==> config.mk <==
export PLATFORM = sky130hd
export DESIGN_NAME = qslerp_queue
export DESIGN_NICKNAME = d
export VERILOG_FILES = /design/src/design/qslerp_pkg.sv /design/src/design/qslerp_queue.sv
export SDC_FILE = /design/constraint.sdc
export NUM_CORES = 2
export LEC_CHECK = 0
export BUFFER_PORTS_ARGS = -buffer_cell sky130_fd_sc_hd__clkbuf_2
export CAP_MARGIN = 5
export CORE_MARGIN = 1
export CORE_UTILIZATION = 45
export DETAILED_ROUTE_END_ITERATION = 8
export SKIP_CTS_REPAIR_TIMING = 1
export SLEW_MARGIN = 20
export SYNTH_ARGS = -nofsm -noshare
export SYNTH_HDL_FRONTEND = slang
export SYNTH_SLANG_ARGS = --single-unit
==> constraint.sdc <==
create_clock -name clk -period 27.9 [get_ports clk]
set_clock_uncertainty 0.2 [all_clocks]
set_input_delay 5.58 -clock clk [delete_from_list [all_inputs] [get_ports clk]]
set_output_delay 5.58 -clock clk [all_outputs]
set_load 0.02 [all_outputs]
==> src/design/qslerp_pkg.sv <==
// ----------------------------------------------------------------------------
// qslerp_pkg
// Shared types and constants of the quaternion slerp block: the word kinds
// set by the front end, the queue word, register indexes and CORDIC tables.
// ----------------------------------------------------------------------------
`default_nettype none

package qslerp_pkg;

    // How a word is finished in the back end.
    typedef enum logic [1:0] {
        KIND_FROM,
        KIND_TO,
        KIND_LINEAR,
        KIND_TRIG
    } kind_t;

    // Configuration register indexes.
    localparam logic REG_EQUAL_TOLERANCE    = 1'b0;
    localparam logic REG_PARALLEL_THRESHOLD = 1'b1;

    localparam logic [30:0] EQUAL_TOLERANCE_RESET    = 31'd10737;
    localparam logic [30:0] PARALLEL_THRESHOLD_RESET = 31'd1074;

    // One classified word as it travels from the front end to the back end.
    typedef struct packed {
        logic [3:0][31:0] f;
        logic [3:0][31:0] g;
        logic [31:0]      t;
        kind_t            kind;
        logic             c_neg;
        logic [30:0]      absc;
    } item_t;

    // Queue between front and back end.
    localparam int QUEUE_DEPTH = 8;
    localparam int QUEUE_AW    = $clog2(QUEUE_DEPTH);
    localparam int QUEUE_CW    = $clog2(QUEUE_DEPTH + 1);
    // Front-end stages plus the word being accepted.
    localparam int QUEUE_SLACK = 4;

    typedef struct packed {
        logic                empty;
        logic                full;
        logic [QUEUE_CW-1:0] count;
    } queue_status_t;

    // CORDIC constants, all in Q30.
    localparam int CORDIC_STEPS = 31;
    localparam int DIV_STEPS    = 31;
    localparam logic [30:0] ONE_30     = 31'h4000_0000;
    localparam logic [30:0] INV_GAIN   = 31'd652032874;

    localparam logic [30:0] ATAN_TAB [CORDIC_STEPS] = '{
        31'd843314857, 31'd497837829, 31'd263043837, 31'd133525159, 31'd67021687,
        31'd33543516, 31'd16775851, 31'd8388437, 31'd4194283, 31'd2097149,
        31'd1048576, 31'd524288, 31'd262144, 31'd131072, 31'd65536, 31'd32768,
        31'd16384, 31'd8192, 31'd4096, 31'd2048, 31'd1024, 31'd512, 31'd256,
        31'd128, 31'd64, 31'd32, 31'd16, 31'd8, 31'd4, 31'd2, 31'd1
    };

endpackage

`default_nettype wire

==> src/design/qslerp_queue.sv <==
// ----------------------------------------------------------------------------
// qslerp_queue
// Short first-in first-out queue that decouples the front end from the
// back end.
// ----------------------------------------------------------------------------
`default_nettype none

module qslerp_queue
    import qslerp_pkg::*;
(
    input  logic          clk,
    input  logic          rst_n,
    input  logic          push,
    input  item_t         push_item,
    input  logic          pop,
    output item_t         head_item,
    output queue_status_t status
);

    item_t               mem_reg [QUEUE_DEPTH];
    logic [QUEUE_AW-1:0] wr_ptr_reg, rd_ptr_reg;
    logic [QUEUE_CW-1:0] count_reg;
    logic                do_push, do_pop;

    assign do_push = push && (count_reg != QUEUE_CW'(QUEUE_DEPTH));
    assign do_pop  = pop && (count_reg != '0);

    // Storage.
    always_ff @(posedge clk)
    begin
        if (do_push)
        begin
            mem_reg[wr_ptr_reg] <= push_item;
        end
    end

    // Pointers and fill count.
    always_ff @(posedge clk or negedge rst_n)
    begin
        if (!rst_n)
        begin
            wr_ptr_reg <= '0;
            rd_ptr_reg <= '0;
            count_reg  <= '0;
        end
        else
        begin
            if (do_push)
            begin
                wr_ptr_reg <= wr_ptr_reg + 1'b1;
            end
            if (do_pop)
            begin
                rd_ptr_reg <= rd_ptr_reg + 1'b1;
            end
            if (do_push && !do_pop)
            begin
                count_reg <= count_reg + 1'b1;
            end
            else if (do_pop && !do_push)
            begin
                count_reg <= count_reg - 1'b1;
            end
        end
    end

    assign head_item    = mem_reg[rd_ptr_reg];
    assign status.empty = (count_reg == '0);
    assign status.full  = (count_reg == QUEUE_CW'(QUEUE_DEPTH));
    assign status.count = count_reg;

endmodule

`default_nettype wire

==> impl_results.md <==
- FMAX: 82.4 MHz
- Pwr/cell area: 111 mW/mm2
- Final Hold Vio Count: 0
- Primary FF master, synth: edfxtp_1
- Largest stage delay on the critical path: 0.87 ns
- Crit path launch type: flop
- Worst hold path class: reg -> reg
- First-pass GRT wire length: 304,000 um
- Slew headroom: 15.2%
- Adder-cell share of the synthesized area: 0.0852%
- Tot GR Track Use: 19.1%
- Status: finished, final reports clean
- Sequential-to-total area share from yosys stat: 80.1%
- Crit path max-delay family: buffers and inverters
- Total routed wirelength: 207,000 um
- Minimum clock period: 12.13 ns
- Syn_area_per_cell: 25.6 um2
- Max FO, Critical Path: 48
- Number of routed nets with antenna violations: 0
- Post-DP HPWL: 113,000 um
- PortBufs: 653
- Area growth syn-to-layout: 15.7%
- CP Buf/Inv Count: 5
- Fin crit share: 43.5%
- Worst skew pair latency: 0.90 ns
- Clock Pin Slew Worst Setup and Hold Paths: 0.06 ns
- Slew @ Worst Pin: 1.27 ns
- Deepest clock path buffer count: 4
- Cell mode on critical path: buf_4
- Layout cell share with drive strength beyond 1: 42.8%
- Unrepaired setup endpoints after global routing: false
- Worst vdd ir: 101 uV
- CORE AREA: 0.214 mm2
- Die Wd: 466 um
- Worst path depth: 7
- Post-route cell area: 0.112 mm2
- Met1 usage: 24.8%
- Die span in y: 466 um
- Seq cells post-synth: 2,586
- Critical Path RT: 22.12 ns
- Routed vias: 42,400
- Worst hold margin: 0.328 ns
- # DRC: 0
- Drt via density: 5.54
- Post-synthesis compound-gate area fraction: 0.0516%
- Ys async rst share: 0.387%
- Largest net degree at the start of global routing: 165
- Vias in the first global route: 44,500
- Worst-case reg-to-reg path depth: 7
- Drt wl/cell: 27.1 um
- Crit path cell chain: buf_4 -> buf_4 -> buf_4 -> buf_4 -> mux4_2 -> mux2_2 -> clkbuf_2
- Initial DRC Count: 3,131
- # rows: 170
- CTS tree: done
- Distinct cells, synth: 29
- Maxcap violations: 0
- Max Transition Viols Final: 0
- Grt met3 use: 5.55%
- Gate Count Post-Synth: 3,786
- DR pass1 iterations: 5
- Kind of critical path: reg -> out
- XOR/XNOR Fraction of Synth Area: 0.0542%
- Root Driver: clkbuf_16
- Slowest CP cell: dfrtp_4
- Number of synthesized flops with an enable pin: 2,576
- Io pins: 654
- Initial antenna violation count: 54
- Overflow after GRT: 0
- Starting density of the core: 45.2%
- Final nets: 4,952
- Synth Area in Simple Gates: 0.138%
- Critical path data arrival time: 6.35 ns
- Ys Warns: 0
- Leakage: 36.3 nW
- # H-tree levels: 5
- Cts bufs inserted: 285
- PnR Total Power: 12.4 mW
- CP Capture Type: output pin
- Netlist Area Pre-Place: 0.0969 mm2
- Die area: 0.217 mm2
- Number of flip-flops in the largest register: 2,576
- Hold path depth: 1
- GPL Wtd Cong: 0.754
- Setup TNS: 0 ns
- Proportion of synthesized area in mux cells: 18.7%
- Clock sink total: 2,586
- Largest family of logic cells by synthesized area: multiplexers
- Finished Core Util: 52.3%
- Area after DPL: 0.104 mm2
- Synthesized Nets: 4,118
- GR peak layer: met2
- GR Util met2: 31.1%
- # setup viols final: 0
## worst register-to-register path: cells and delay by family (launching register included)
family	cells	cell delay (ns)
buffers and inverters	4	3.34
AND/OR/NAND/NOR	3	1.15
flip-flops	1	0.54
## stage by stage
step           setup slack, ns  cells
5_1_grt                  15.02   7645
2_1_floorplan             7.60   3786
6_report                 15.77   7654
3_3_place_gp             16.42   7171
4_1_cts                  15.42   7637
3_5_place_dp             16.43   7171
## synthesized netlist by cell type (2+ instances only)
master,instances,area [um2]
buf_6,7,78.8
a21oi_1,2,10.0
nand3b_1,2,15.0
mux4_2,644,14500
edfxtp_1,2576,77400
buf_1,14,52.6
nor3_1,3,15.0
ha_1,5,62.6
xnor2_1,5,43.8
nand3_1,4,20.0
buf_2,77,385
inv_1,4,15.0
clkbuf_1,83,312
nor2_1,7,26.3
nand2b_1,2,12.5
o211ai_1,2,15.0
dfrtp_1,10,250
mux2_2,325,3660
nand2_1,4,15.0
## worst paths after layout
| path | from | end | slack (ns) |
|---|---|---|---|
| max | rd_ptr_reg[0]$_DFFE_PN0P_ | head_item[118] | 15.77 |
| min | wr_ptr_reg[0]$_DFFE_PN0P_ | wr_ptr_reg[0]$_DFFE_PN0P_ | 0.33 |
| max reg2reg | count_reg[0]$_DFFE_PN0P_ | mem_reg[4][27]$_DFFE_PP_ | 22.17 |
| min reg2reg | wr_ptr_reg[0]$_DFFE_PN0P_ | wr_ptr_reg[0]$_DFFE_PN0P_ | 0.33 |
| max in group asynchronous | rst_n | rd_ptr_reg[2]$_DFFE_PN0P_ | 22.91 |
| min in group asynchronous | rst_n | wr_ptr_reg[0]$_DFFE_PN0P_ | 4.34 |
## cell usage in the layout, fill, tap and decap left out, types with 5 or more instances in the layout
cell type  instances
buf_12            10
buf_4             65
bufinv_16         15
clkbuf_1          77
clkbuf_16        293
clkbuf_2         653
clkinv_1          46
clkinv_2          27
dfrtp_1            7
diode_2           17
edfxtp_1        2576
ha_1               5
mux2_2           325
mux4_2           644
nor2_4             6
xnor2_1            5
## cell families after synthesis
| logic type | Yosys count |
|---|---|
| flops | 2586 |
| simple gates | 26 |
| xor+xnor | 6 |
| compound gates | 7 |
| mux | 970 |
| buf+inv | 185 |
| fa+ha+maj | 6 |
## routing by layer
metal / vias up / share of wire, %
met5: - / 0.18
met4: 60 / 2.9
met3: 416 / 7.0
met2: 1042 / 49
met1: 22800 / 41
li1: 18100 / -
## report_power, final
| part | leakage, nW | switching, mW | internal (mW) |
|---|---|---|---|
| sequential | 23.5 | 0.152 | 4.89 |
| clock | 4.11 | 1.41 | 2.05 |
| combinational | 8.65 | 2.29 | 1.64 |
## layout make-up
cell class              count  area, um2
diodes                     17       42.5
clock buffers             370       7620
clock inverters            96        825
fillers                 16500     102000
inverters                   4       15.0
multi-input cells        1015      18600
flip-flops and latches   2586      77600
well taps                2838       3550
repair buffers            728       3960
(Power assumes the default switching activity.)
